[src/sv/pen_pkg.sv]
// Shared types, constants and character functions of the percent-escape normalizer.
package pen_pkg;

	localparam int MAX_OUT = 5;
	localparam int CNT_W = 3;
	localparam int QUEUE_DEPTH_DEF = 4;

	localparam logic [7:0] CH_PCT = 8'h25;
	localparam logic [7:0] CH_ZERO = 8'h30;
	localparam logic [7:0] CH_UPPER_A = 8'h41;
	localparam logic [7:0] CH_UPPER_Z = 8'h5A;
	localparam logic [7:0] CASE_OFFSET = 8'h20;

	typedef struct packed {
		logic [7:0] in_byte;
		logic       in_last;
	} in_item_t;

	typedef struct packed {
		logic [7:0] out_byte;
		logic       out_last;
	} out_item_t;

	typedef struct packed {
		logic [MAX_OUT-1:0][7:0] bytes;
		logic [CNT_W-1:0]        n;
		logic                    last;
	} cmd_t;

	typedef struct packed {
		logic full;
		logic nonempty;
	} q_flags_t;

	function automatic logic is_unreserved(input logic [7:0] b);
		logic r;
		case (b) inside
			[8'h61:8'h7A], [8'h41:8'h5A], [8'h30:8'h39], 8'h2D, 8'h2E, 8'h5F, 8'h7E: r = 1'b1;
			default: r = 1'b0;
		endcase
		return r;
	endfunction

	function automatic logic is_delimiter(input logic [7:0] b);
		logic r;
		case (b) inside
			8'h3A, 8'h2F, 8'h3F, 8'h23, 8'h5B, 8'h5D, 8'h40, 8'h21, 8'h24,
			8'h26, 8'h27, 8'h28, 8'h29, 8'h2A, 8'h2B, 8'h2C, 8'h3B, 8'h3D: r = 1'b1;
			default: r = 1'b0;
		endcase
		return r;
	endfunction

	// bit 4 set: not a hex digit
	function automatic logic [4:0] nibble_of(input logic [7:0] b);
		logic [4:0] r;
		case (b) inside
			[8'h30:8'h39]: r = {1'b0, b[3:0]};
			[8'h41:8'h46], [8'h61:8'h66]: r = {1'b0, b[3:0] + 4'd9};
			default: r = 5'b10000;
		endcase
		return r;
	endfunction

	function automatic logic [7:0] hex_digit(input logic [3:0] v);
		logic [7:0] r;
		if (v < 4'd10) begin
			r = CH_ZERO + {4'b0000, v};
		end else begin
			r = CH_UPPER_A + {4'b0000, v - 4'd10};
		end
		return r;
	endfunction

endpackage

[src/sv/pen_front.sv]
// Front end: escape hold state and classification of each input byte into a byte group.
module pen_front
	import pen_pkg::*;
(
	input  logic     clk,
	input  logic     arst_n,
	input  logic     accept,
	input  in_item_t item,
	input  logic     lowercase,
	output logic     push,
	output cmd_t     cmd
);

	localparam logic [1:0] HELD_NONE  = 2'd0;
	localparam logic [1:0] HELD_PCT   = 2'd1;
	localparam logic [1:0] HELD_DIGIT = 2'd2;

	logic [1:0] held_count_q;
	logic [7:0] held_digit_q;
	logic [1:0] held_next;
	logic [4:0] held_nib;

	function automatic cmd_t put(input cmd_t c, input logic [7:0] b);
		cmd_t r;
		r = c;
		r.bytes[c.n] = b;
		r.n = c.n + CNT_W'(1);
		return r;
	endfunction

	function automatic logic [7:0] lit(input logic [7:0] b, input logic lc);
		logic [7:0] r;
		r = b;
		if (lc && b >= CH_UPPER_A && b <= CH_UPPER_Z) begin
			r = b + CASE_OFFSET;
		end
		return r;
	endfunction

	function automatic cmd_t put_escape(input cmd_t c, input logic [7:0] v);
		cmd_t r;
		r = put(c, CH_PCT);
		r = put(r, hex_digit(v[7:4]));
		r = put(r, hex_digit(v[3:0]));
		return r;
	endfunction

	assign held_nib = nibble_of(held_digit_q);

	always_comb begin
		logic [7:0] b;
		logic       last;
		logic [4:0] nb;
		logic [4:0] hi;
		logic [7:0] v;
		logic       fresh;
		cmd_t       c;
		b = item.in_byte;
		last = item.in_last;
		nb = nibble_of(b);
		hi = held_nib;
		v = {hi[3:0], nb[3:0]};
		fresh = 1'b0;
		held_next = HELD_NONE;
		c = '0;
		c.last = last;
		unique case (held_count_q)
			HELD_PCT: begin
				if (!nb[4] && !last) begin
					held_next = HELD_DIGIT;
				end else if (!nb[4]) begin
					c = put(c, CH_PCT);
					c = put(c, lit(b, lowercase));
				end else begin
					c = put(c, CH_PCT);
					fresh = 1'b1;
				end
			end
			HELD_DIGIT: begin
				if (!nb[4] && !hi[4]) begin
					if (is_unreserved(v)) begin
						c = put(c, lit(v, lowercase));
					end else begin
						c = put_escape(c, v);
					end
				end else begin
					c = put(c, CH_PCT);
					c = put(c, lit(held_digit_q, lowercase));
					fresh = 1'b1;
				end
			end
			default: begin
				fresh = 1'b1;
			end
		endcase
		if (fresh) begin
			if (b == CH_PCT) begin
				if (last) begin
					c = put(c, CH_PCT);
				end else begin
					held_next = HELD_PCT;
				end
			end else if (is_delimiter(b) || is_unreserved(b)) begin
				c = put(c, lit(b, lowercase));
			end else begin
				c = put_escape(c, b);
			end
		end
		if (last) begin
			held_next = HELD_NONE;
		end
		cmd = c;
	end

	assign push = accept && (cmd.n != '0);

	always_ff @(posedge clk or negedge arst_n) begin
		if (!arst_n) begin
			held_count_q <= HELD_NONE;
			held_digit_q <= 8'h00;
		end else if (accept) begin
			held_count_q <= held_next;
			if (held_next == HELD_DIGIT) begin
				held_digit_q <= item.in_byte;
			end
		end
	end

`ifndef ASSERT_OFF
	a_digit_is_hex: assert property (@(posedge clk) disable iff (!arst_n)
		held_count_q == HELD_DIGIT |-> !held_nib[4])
		else $error("held digit is not hex");
	a_group_size: assert property (@(posedge clk) disable iff (!arst_n)
		push |-> cmd.n <= CNT_W'(MAX_OUT))
		else $error("byte group too large");
`endif

endmodule

[src/sv/pen_queue.sv]
// Short queue of byte groups between front and back ends.
module pen_queue
	import pen_pkg::*;
#(
	parameter int DEPTH = QUEUE_DEPTH_DEF
) (
	input  logic     clk,
	input  logic     arst_n,
	input  logic     push,
	input  cmd_t     wr_data,
	input  logic     pop,
	output cmd_t     rd_data,
	output q_flags_t flags
);

	localparam int AW = (DEPTH > 1) ? $clog2(DEPTH) : 1;
	localparam int CW = $clog2(DEPTH + 1);

	cmd_t          mem_q [DEPTH];
	logic [AW-1:0] wr_ptr_q;
	logic [AW-1:0] rd_ptr_q;
	logic [CW-1:0] count_q;
	logic          do_push;
	logic          do_pop;

	assign flags.full = (count_q == CW'(DEPTH));
	assign flags.nonempty = (count_q != '0);
	assign do_push = push && !flags.full;
	assign do_pop = pop && flags.nonempty;
	assign rd_data = mem_q[rd_ptr_q];

	always_ff @(posedge clk) begin
		if (do_push) begin
			mem_q[wr_ptr_q] <= wr_data;
		end
	end

	always_ff @(posedge clk or negedge arst_n) begin
		if (!arst_n) begin
			wr_ptr_q <= '0;
			rd_ptr_q <= '0;
			count_q <= '0;
		end else begin
			if (do_push) begin
				wr_ptr_q <= (wr_ptr_q == AW'(DEPTH - 1)) ? '0 : wr_ptr_q + AW'(1);
			end
			if (do_pop) begin
				rd_ptr_q <= (rd_ptr_q == AW'(DEPTH - 1)) ? '0 : rd_ptr_q + AW'(1);
			end
			if (do_push && !do_pop) begin
				count_q <= count_q + CW'(1);
			end else if (do_pop && !do_push) begin
				count_q <= count_q - CW'(1);
			end
		end
	end

`ifndef ASSERT_OFF
	a_count_bound: assert property (@(posedge clk) disable iff (!arst_n)
		count_q <= CW'(DEPTH))
		else $error("queue count overflow");
	a_count_grows: assert property (@(posedge clk) disable iff (!arst_n)
		do_push && !do_pop |=> count_q == $past(count_q) + CW'(1))
		else $error("queue count did not advance on push");
`endif

endmodule

[src/sv/pen_back.sv]
// Back end: serializes byte groups into the registered output channel.
module pen_back
	import pen_pkg::*;
(
	input  logic      clk,
	input  logic      arst_n,
	input  cmd_t      q_data,
	input  q_flags_t  q_flags,
	output logic      pop,
	output logic      out_valid,
	input  logic      out_stall,
	output out_item_t out_item
);

	cmd_t             cur_q;
	logic             cur_valid_q;
	logic [CNT_W-1:0] idx_q;
	logic             out_valid_q;
	out_item_t        out_q;
	logic             can_load;
	logic             issue;
	logic             cur_done;

	assign can_load = !out_valid_q || !out_stall;
	assign issue = cur_valid_q && can_load;
	assign cur_done = issue && (idx_q == cur_q.n - CNT_W'(1));
	assign pop = q_flags.nonempty && (!cur_valid_q || cur_done);
	assign out_valid = out_valid_q;
	assign out_item = out_q;

	always_ff @(posedge clk or negedge arst_n) begin
		if (!arst_n) begin
			cur_valid_q <= 1'b0;
			idx_q <= '0;
			out_valid_q <= 1'b0;
		end else begin
			if (can_load) begin
				out_valid_q <= issue;
			end
			if (pop) begin
				cur_valid_q <= 1'b1;
				idx_q <= '0;
			end else if (cur_done) begin
				cur_valid_q <= 1'b0;
			end else if (issue) begin
				idx_q <= idx_q + CNT_W'(1);
			end
		end
	end

	always_ff @(posedge clk) begin
		if (pop) begin
			cur_q <= q_data;
		end
		if (issue) begin
			out_q.out_byte <= cur_q.bytes[idx_q];
			out_q.out_last <= cur_q.last && cur_done;
		end
	end

`ifndef ASSERT_OFF
	a_idx_in_group: assert property (@(posedge clk) disable iff (!arst_n)
		cur_valid_q |-> (cur_q.n != '0) && (idx_q < cur_q.n))
		else $error("serializer index outside byte group");
`endif

endmodule

[src/sv/percent_escape_normalizer_unit.sv]
// Top level of the percent-escape normalizer: config register, front end, queue, back end.
// Output path: queue, back-end current group register, then the registered output.
// Throughput: one input byte per cycle while in_stall is low; an item's bytes leave one by one,
// a held '%' or hex digit yields none; the queue absorbs expansion up to its depth.
// Reset: arst_n clears hold state, queue, serializer, output valid and lowercase_q.
module percent_escape_normalizer_unit
	import pen_pkg::*;
#(
	parameter int QUEUE_DEPTH = QUEUE_DEPTH_DEF
) (
	input  logic      clk,
	input  logic      arst_n,
	input  logic      in_valid,
	output logic      in_stall,
	input  in_item_t  in_item,
	output logic      out_valid,
	input  logic      out_stall,
	output out_item_t out_item,
	input  logic      cfg_valid,
	output logic      cfg_ready,
	input  logic      cfg_data
);

	logic     lowercase_q;
	logic     accept;
	logic     push;
	cmd_t     push_cmd;
	logic     pop;
	cmd_t     q_data;
	q_flags_t q_flags;

	assign cfg_ready = 1'b1;
	assign in_stall = q_flags.full;
	assign accept = in_valid && !in_stall;

	always_ff @(posedge clk or negedge arst_n) begin
		if (!arst_n) begin
			lowercase_q <= 1'b0;
		end else if (cfg_valid && cfg_ready) begin
			lowercase_q <= cfg_data;
		end
	end

	pen_front u_front (
		.clk       (clk),
		.arst_n    (arst_n),
		.accept    (accept),
		.item      (in_item),
		.lowercase (lowercase_q),
		.push      (push),
		.cmd       (push_cmd)
	);

	pen_queue #(
		.DEPTH (QUEUE_DEPTH)
	) u_queue (
		.clk     (clk),
		.arst_n  (arst_n),
		.push    (push),
		.wr_data (push_cmd),
		.pop     (pop),
		.rd_data (q_data),
		.flags   (q_flags)
	);

	pen_back u_back (
		.clk       (clk),
		.arst_n    (arst_n),
		.q_data    (q_data),
		.q_flags   (q_flags),
		.pop       (pop),
		.out_valid (out_valid),
		.out_stall (out_stall),
		.out_item  (out_item)
	);

endmodule
[config.mk]
export PLATFORM = sky130hd
export DESIGN_NAME = percent_escape_normalizer_unit
export DESIGN_NICKNAME = d
export VERILOG_FILES = /design/src/sv/pen_pkg.sv /design/src/sv/pen_front.sv /design/src/sv/pen_queue.sv /design/src/sv/pen_back.sv /design/src/sv/percent_escape_normalizer_unit.sv
export SDC_FILE = /design/constraint.sdc
export NUM_CORES = 1
export LEC_CHECK = 0
export ABC_CLOCK_PERIOD_IN_PS = 13700
export BUFFER_PORTS_ARGS = -buffer_cell sky130_fd_sc_hd__buf_2
export CAP_MARGIN = 20
export CORE_ASPECT_RATIO = 2
export CORE_MARGIN = 3
export CORE_UTILIZATION = 30
export DETAILED_ROUTE_END_ITERATION = 6
export SLEW_MARGIN = 20
export SYNTH_ARGS = -nofsm -noshare
export SYNTH_HDL_FRONTEND = slang
export SYNTH_SLANG_ARGS = --single-unit
[constraint.sdc]
create_clock -name clk -period 13.7 [get_ports clk]
set_input_delay 2.74 -clock clk [delete_from_list [all_inputs] [get_ports clk]]
set_output_delay 2.74 -clock clk [all_outputs]
set_load 0.02 [all_outputs]
Word level (Yosys, flattened, before mapping)
Memories as Yosys holds them, arrays and structs flattened. A register that Yosys moved wholly into a read port is not among the register bits.
Index checks and enable logic that the tools add are counted.
- bits in registers: 32
- RAM bits: 176
- output and inout port bits: 12
- memories: 1
- $add $sub $neg: 26
- $lt $le $gt $ge: 32
- equal/unequal tests: 35
- multiplexer cells: 69
- bitwise gates (word level): 3
- reduce and logical (&&, ||, !) cells: 56
- memory list (memory ; depth ; bits a word ; read ports ; clocked after Yosys merged registers in ; wr ports ; line ; RTL):
    u_queue.mem_q ; 4 ; 44 ; 1 ; 1 ; 1 ; pen_queue.sv:19 ; cmd_t mem_q [DEPTH];
- operators with widths (cell ; number):
    $mux 44 ; 4
    $eq 8x6->1 const B ; 20
    $mux 8 ; 20
    $bwmux 40 ; 3
    $demux 8 s3 ; 3
    $le 8x7->1 const B ; 9
    $eq 8x7->1 const B ; 7
    $mux 28 ; 2
    $pmux 28 s2 ; 1
    $ge 8x7->1 const B ; 6
    $mux 20 ; 2
    $add 7x4->8 const A ; 4
    $logic_and 1x1->1 ; 32
    $add 6x4->7 const A ; 4
    $and 15x25->25 ; 1
    $not 25->25 ; 1
    $add 8x6->8 const B ; 3
    $bmux 8 s3 ; 1
    $ge 8x6->1 const B ; 3
    $le 8x6->1 const B ; 3
    $mux 5 ; 4
    $reduce_or 18->1 ; 1
    $lt 3x4->1 const B ; 4
    $lt 4x4->1 const B ; 4
    23 further kinds ; 79

Logic depth before layout (Yosys ltp)
Gate-level depths: netlist of run 1.
- depth in word-level cells: 32
- gate-level depth with buffers: 30

Hierarchy
Synthesis of run 1 repeated with hierarchy kept, for this count alone.
- cells, all modules: 1041
- area, all modules: 13455.4 um2
- by module, submodules not included (module ; instances ; cells an instance ; area each (um2) ; seq. area each (um2)):
    pen_queue ; 1 ; 267 ; 6870.3 ; 5460.2
    pen_front ; 1 ; 638 ; 4272.8 ; 250.2
    pen_back ; 1 ; 131 ; 2254.7 ; 1716.6
    percent_escape_normalizer_unit ; 1 ; 5 ; 57.6 ; 25.0

Worst setup path after synthesis of run 1
No wires, ideal clock.
- path kind: input to register
- start: in in_item[2] (netlist bit)
- end: mem u_queue.mem_q[3][0] (netlist bit), enable pin
- data arrival time: 8.562 ns
- data required time: 13.295 ns
- path slack: 4.733 ns
- stages on the path: 23
- path through: clkbuf_1 > inv_1 > ha_1 > buf_6 > or4b_4 > a311oi_4 > o22ai_2 > mux2i_1 > inv_1 > ha_1 > inv_1 > nor4_1 > a211o_1 > a32oi_2 > o311a_1 > a22oi_2 > and2_1 > ha_1 > buf_1 > nor3_1 > a211oi_2 > o22ai_2 > and2_1
- longest elaborated chain between the ends: 25
- elaborated cells between the ends (all ways): 90
- classes of those cells: add/sub (4); order compare (14); eq/ne (27); mux (26); reduce/logical (19)
- ends and longest elaborated chain (what ; line ; RTL):
    from (decl) ; percent_escape_normalizer_unit.sv:15 ; input in_item_t in_item,
    $ge 8x7->1 (implied by the code) / $le 8x7->1 (equally long branches) ; pen_front.sv:60, pen_front.sv:103 ;
    $logic_and 1x1->1 (implied by the code) ; pen_front.sv:60 ; nb = nibble_of(b);
    $reduce_or 2->1 ; pen_pkg.sv:57 ; case (b) inside
    $mux 5 (2 in series) ; pen_pkg.sv:57 ;
    $ge 8x6->1 (implied by the code) (tied with other cells) ; pen_front.sv:81 ; if (is_unreserved(v)) begin
    $logic_and 1x1->1 (implied by the code) ; pen_front.sv:81 ;
    $reduce_or 7->1 ; pen_pkg.sv:37 ; case (b) inside
    $mux 1 ; pen_pkg.sv:37 ;
    [9 not listed] ; - ;
    $mux 44 ; pen_front.sv:97 ; if (b == CH_PCT) begin
    $mux 44 (*) ; pen_front.sv:96 ; if (fresh) begin
    $reduce_bool 3->1 (*) ; pen_front.sv:115 ; assign push = accept && (cmd.n != '0);
    $logic_and 1x1->1 (*) ; pen_front.sv:115 ;
    $logic_and 1x1->1 (*) ; pen_queue.sv:28 ; assign do_push = push && !flags.full;
    via u_queue.do_push ; pen_queue.sv:23 ; logic do_push;
    $mux 1 (*) ; pen_queue.sv:33 ; if (do_push) begin
    $mux 1 (implied by the code) (*) ; pen_queue.sv:34 ; mem_q[wr_ptr_q] <= wr_data;
    to (decl) ; pen_queue.sv:19 ;
Mark *: on every way through the listed nets, which the timed path passes. The rest lies on a longest branch. The select of a mux whose other input is x is not followed.

==> metrics, run 1 <==
status=finished, final reports clean; FFs w/ async S/R, synth=0.0931; DR vias=roughly 9100; CTS tree=built; clk sinks=~250; post-synth cell types=98; DRC=0; Max IR drop VDD=roughly 0.000095 V; Syn. warnings=0; CTS clk-pin slew, worst paths=around 0.07 ns; Setup TNS Final=0 ns; clock root cell=clkbuf_16; crit end category=register; top cells by count, synth=edfxtp_1 (224), nor2_1 (81), nand2_1 (70); fmax=~100 MHz; Post-synth EDFFs=224; top-count cell post-synth=edfxtp_1; pwr dens=roughly 170 mW/mm^2; Remaining Overflow, GRT=0; vias in the first global route=around 9300; Yosys top cell by area=edfxtp_1; Avg WL per Cell=24.9 um; Net Count, Synth=1099; RSZ-0062 raised after global routing=false; top cells by area, synth=edfxtp_1 (51%), mux4_2 (8.7%), ha_1 (4.8%); Final Max Slew Viols=0; IO Pins=27; area of the die=roughly 0.047 sq mm; final-report hold violation count=0; Clock Latency Late Sink=just over 0.5 ns; die width=154 um; Worst Hold Class=register to register; postcts setup bufs=0; Syn Inst Count=slightly above 1000; nets=1108; row cnt=107; syn_area_per_cell=12.7 sq um; Crit Path Class=input pin to register; Req. time, crit path=14.00 ns; Layout area overhead=11.2%; Setup Viol. Count Final=0; CP Data Arrival Time=9.84 ns; H-tree depth=1; Via density=5.69; Worst Setup Start Kind=input pin; first-pass GRT wire length=59000 um; share of layout cells above drive strength 1=0.173; antenna-violating nets left=0; post-cts sizing count=0; post-synthesis register bit count=approximately 250; antenna diode count=0; Seq/Total Area, Yosys=0.555; largest net degree at the start of global routing=50; area share of the largest cell type after synthesis=0.511; Iteration-0 DRC Markers=803; dpl hpwl=29500 um; fin crit period=9.54 ns; initial antenna violation count=0; routability cong.=1.01; Netlist Area Pre-Place=0.0132 sq mm; I/O Buffers=25; Initial DRT Pass Iterations=5; WL final=39800 um; initial core utilization=0.306; cts bufs inserted=21; clk buf depth=3; worst slew pin tran=0.951 ns; Static Leak=5.00 nW; Tot Pwr=2.47 mW; MaxCap Viol Count=0; final worst-path cycle share=0.697; WHS=0.486 ns; total core area=0.0430 sq mm; Rel. slew slack=0.359; Die Y=302 um; CTS Hold Buffers Added=0; Post-synth top flop=edfxtp_1; clock skew=0.0193 ns; gr usage total=0.167; crit path max fanout=18
-- registers in the layout, indices dropped and copies added, names as in the netlist --
name                  count
lowercase_q               1
u_back.cur_q             43
u_back.cur_valid_q        1
u_back.idx_q              3
u_back.out_item           9
u_back.out_valid          1
u_front.held_count_q      2
u_front.held_digit_q      8
u_queue.count_q           3
u_queue.mem_q           172
u_queue.rd_ptr_q          2
u_queue.wr_ptr_q          2
-- report_power, final --
group	switching, mW	leakage, nW	internal (mW)
Sequential	0.0572	2.37	1.08
Clock	0.267	0.374	0.386
Combinational	0.399	2.26	0.276
Total	0.723	5.00	1.74
-- worst max-delay path: stages --
cell and delay, ns:
buf_2 0.34, inv_1 0.21, ha_1 0.35, or4b_4 0.56, a311oi_4 0.39, o22ai_2 0.27
mux2i_1 0.46, inv_1 0.21, ha_1 0.35, inv_1 0.08, nor4_1 0.05, a211o_1 0.31
a32oi_2 0.28, o311a_1 0.28, a22oi_2 0.15, nand2_1 0.19, ha_1 0.46, xnor2_1 0.19
nor2b_1 0.19, o211a_1 0.40, nor3_1 0.08, o21ai_0 0.64, o2111ai_1 0.26, o2bb2ai_1 0.36
-- layer usage --
layer / wire length (um) / global-route usage
met1: 12800 / 0.159
met2: 22100 / 0.327
met3: 1600 / 0.0175
met4: 3310 / 0.112
met5: 0 / 0
-- cell usage in the layout (no fill, tap or decap), drive strengths merged, types with 13 or more instances in the layout --
cell type,instances
dfrtp,23
inv,47
nor2b,13
clkbuf,24
a22oi,27
a21oi,52
o22ai,19
nor3,21
mux4,51
ha,50
xnor2,18
nor2,83
a31oi,22
o21ai,55
nand3,25
buf,47
nand2,70
edfxtp,224
-- path summary, 6_finish.rpt --
path / to / startpoint / cells after the start / slack, ns
worst max-delay path: u_queue.mem_q[0][17]$_DFFE_PP_ / in_item[2] / 24 / 4.16
worst min-delay path: u_back.out_valid$_DFFE_PN0N_ / u_back.cur_valid_q$_DFFE_PN0P_ / 1 / 0.49
worst max register to register: u_queue.mem_q[0][17]$_DFFE_PP_ / u_front.held_digit_q[1]$_DFFE_PN0P_ / 22 / 7.17
worst min register to register: u_back.out_valid$_DFFE_PN0N_ / u_back.cur_valid_q$_DFFE_PN0P_ / 1 / 0.49
max in group asynchronous: u_queue.rd_ptr_q[0]$_DFFE_PN0P_ / arst_n / 1 / 10.92
min in group asynchronous: u_back.idx_q[2]$_DFFE_PN0P_ / arst_n / 1 / 2.28
-- metrics by stage --
step	instance area (sq um)	instances	util	setup slack, ns
after detailed placement	13900	1564	0.323	3.97
final	14600	1602	0.340	4.16
after global routing	14600	1602	0.340	3.90
after floorplan	13200	1033	-	4.73
after global placement	13900	1564	0.323	4.08
after CTS	14600	1602	0.340	4.47
-- area by class of cell --
type / count / area, sq um
Fill cell: 4146 / 28300
Sequential cell: 247 / 7300
Multi-Input combinational cell: 680 / 5430
Tap cell: 545 / 682
Clock buffer: 24 / 547
Timing Repair Buffer: 47 / 290
Clock inverter: 14 / 209
Inverter: 45 / 169
-- cells by family after synthesis --
kind of cell	Yosys count	share of synthesized area
AOI/OAI and AO/OA	276	0.151
and+or+nand+nor	262	0.0960
DFF	247	0.555
buffers and inverters	106	0.0330
muxes	66	0.0996
adders and majority gates	51	0.0491
xor gates and xnor gates	24	0.0160
other	1	0.000285
(Power assumes the default switching activity.)
==> run 2: changes to the inputs <==
Settings changed: ABC_CLOCK_PERIOD_IN_PS 13700 to 9400.
Clock period 13.7 ns to 9.4 ns, I/O delays scaled along.
==> metrics, run 2 (synthesis results as in run 1) <==
status=finished, final reports clean; clock root cell=clkbuf_16; Die Y=302 um; antenna diode count=0; r2r startpoint=u_front.held_digit_q[1]$_DFFE_PN0P_; post-cts sizing count=0; total core area=0.0430 sq mm; Rel. slew slack=0.245; IO Pins=27; Layout area overhead=11.9%; setup slack, reg-to-reg=3.11 ns; Avg WL per Cell=25.2 um; share of layout cells above drive strength 1=0.180; hold_sp=u_back.cur_valid_q$_DFFE_PN0P_; crit path max fanout=13; largest net degree at the start of global routing=between 40 and 50; vias in the first global route=between 9000 and 10000; CTS clk-pin slew, worst paths=0.07 ns; area of the die=0.0465 sq mm; Flop pwr share=0.471; Worst R2R End=u_queue.mem_q[3][17]$_DFFE_PP_; CP Data Arrival Time=8.52 ns; clock skew=0.0320 ns; MaxCap Viol Count=0; Remaining Overflow, GRT=0; setup ws final=1.16 ns; Hold Path Stages=1; most frequent cells in the layout=edfxtp_1 (224), nor2_1 (81), nand2_1 (70); clk sinks=247; fin crit period=roughly 8.2 ns; Static Leak=5.03 nW; Req. time, crit path=9.69 ns; crit end category=register; Hold Path Sink=u_back.out_valid$_DFFE_PN0N_; commonest non-fill, non-tap cell in the layout=edfxtp_1; first-pass GRT wire length=60100 um; clock share of power=0.257; final-report hold violation count=0; uppermost routed layer=met4; DP Worst Slack=0.848 ns; Max IR drop VDD=0.000119 V; nets=about 1100; WL final=40700 um; die width=~150 um; Initial DRT Pass Iterations=5; Clock Latency Late Sink=0.53 ns; worst slew pin tran=1.12 ns; Setup TNS Final=0 ns; cts bufs inserted=22; pwr dens=243 mW/mm^2; routability cong.=1.07; CTS tree=built; initial antenna violation count=0; Via density=5.70; Gate power share=0.272; RSZ-0062 raised after global routing=false; Largest Register=u_queue.mem_q; sw power=between 1 and 1.5 mW; max reg flops=roughly 170; gr usage total=0.171; Met3 Wirelength=1540 um; Crit Path Class=input pin to register; final worst-path cycle share=0.876; H-tree depth=1; DR vias=just over 9000; I/O Buffers=25; fmax=121 MHz; row cnt=~110; met2 routed WL=between 20000 and 25000 um; reg2reg path depth=19; Final Max Slew Viols=0; Int Pwr=between 2 and 2.5 mW; Met1 Wirelength=between 10000 and 15000 um; DRC=0; Setup Viol. Count Final=0; Tot Pwr=roughly 3.6 mW; CTS Hold Buffers Added=0; clk buf depth=3; antenna-violating nets left=0; initial core utilization=0.306; Worst Hold Class=register to register; Iteration-0 DRC Markers=677; dpl hpwl=30200 um; postcts setup bufs=0; Switching Share=0.301; Worst Setup Start Kind=input pin
run 2: cell types whose count changed in the layout (fill, tap and decap cells not counted), sizes merged:
cell / change
bufinv: -3
buf: +9
clkinvlp: +2
clkbuf: +2
inv: -2
clkinv: +2
run 2: how the worst max path moves through the flow:
stage	start	to	slack (ns)	depth (start not counted)
floorplan	in_item[2]	u_queue.mem_q[3][0]$_DFFE_PP_	1.29	23
global placement	in_item[1]	u_queue.mem_q[0][17]$_DFFE_PP_	0.98	23
detailed placement	in_item[1]	u_queue.mem_q[3][17]$_DFFE_PP_	0.85	23
CTS	in_item[1]	u_queue.mem_q[1][17]$_DFFE_PP_	1.37	23
global route	in_item[1]	u_queue.mem_q[3][17]$_DFFE_PP_	0.88	23
finish	in_item[1]	u_queue.mem_q[3][17]$_DFFE_PP_	1.16	23
run 2: worst max-delay path, cell delays in order:
cell and delay [ns]:
buf_2 0.20, inv_1 0.29, ha_1 0.32, or4b_4 0.52, a311oi_4 0.38, o22ai_2 0.26, mux2i_1 0.49, inv_1 0.21
ha_1 0.32, inv_1 0.08, nor4_1 0.05, a211o_1 0.32, a32oi_2 0.30, o311a_1 0.30, a22oi_2 0.16, and2_1 0.25
ha_1 0.33, nor2b_1 0.27, o211a_1 0.47, nor3_1 0.08, o21ai_0 0.45, o2111ai_1 0.19, o2bb2ai_1 0.38
run 2: stage by stage:
stage,cell area [sq um],utilization,hold WS [ns],instances
finish,14700,0.343,0.478,1612
global route,14700,0.343,0.510,1612
CTS,14700,0.343,0.485,1612
detailed placement,14000,0.326,0.475,1573
global placement,14000,0.326,0.454,1573
floorplan,13200,-,0.443,1033
run 2: layout make-up:
| cell class | instances | area (sq um) |
|---|---|---|
| Clock buffer | 26 | 587 |
| Clock inverter | 13 | 144 |
| Tap cell | 545 | 682 |
| Multi-Input combinational cell | 680 | 5430 |
| Timing Repair Buffer | 56 | 408 |
| Sequential cell | 247 | 7300 |
| Fill cell | 4186 | 28300 |
| Inverter | 45 | 169 |
run 2: metal layers:
layer,GRT usage,up-vias
li1,-,4058
met1,0.164,4606
met2,0.328,354
met3,0.0200,164
met4,0.127,0
met5,0,-
run 2: power groups by stage:
stage | logic (mW) | registers [mW] | clock network, mW
final | 0.973 | 1.68 | 0.918
after global routing | 1.07 | 1.71 | 0.978
after CTS | 1.01 | 1.69 | 0.939
after detailed placement | 1.00 | 1.71 | 0
after global placement | 0.993 | 1.70 | 0
after floorplan | 0.698 | 1.68 | 0
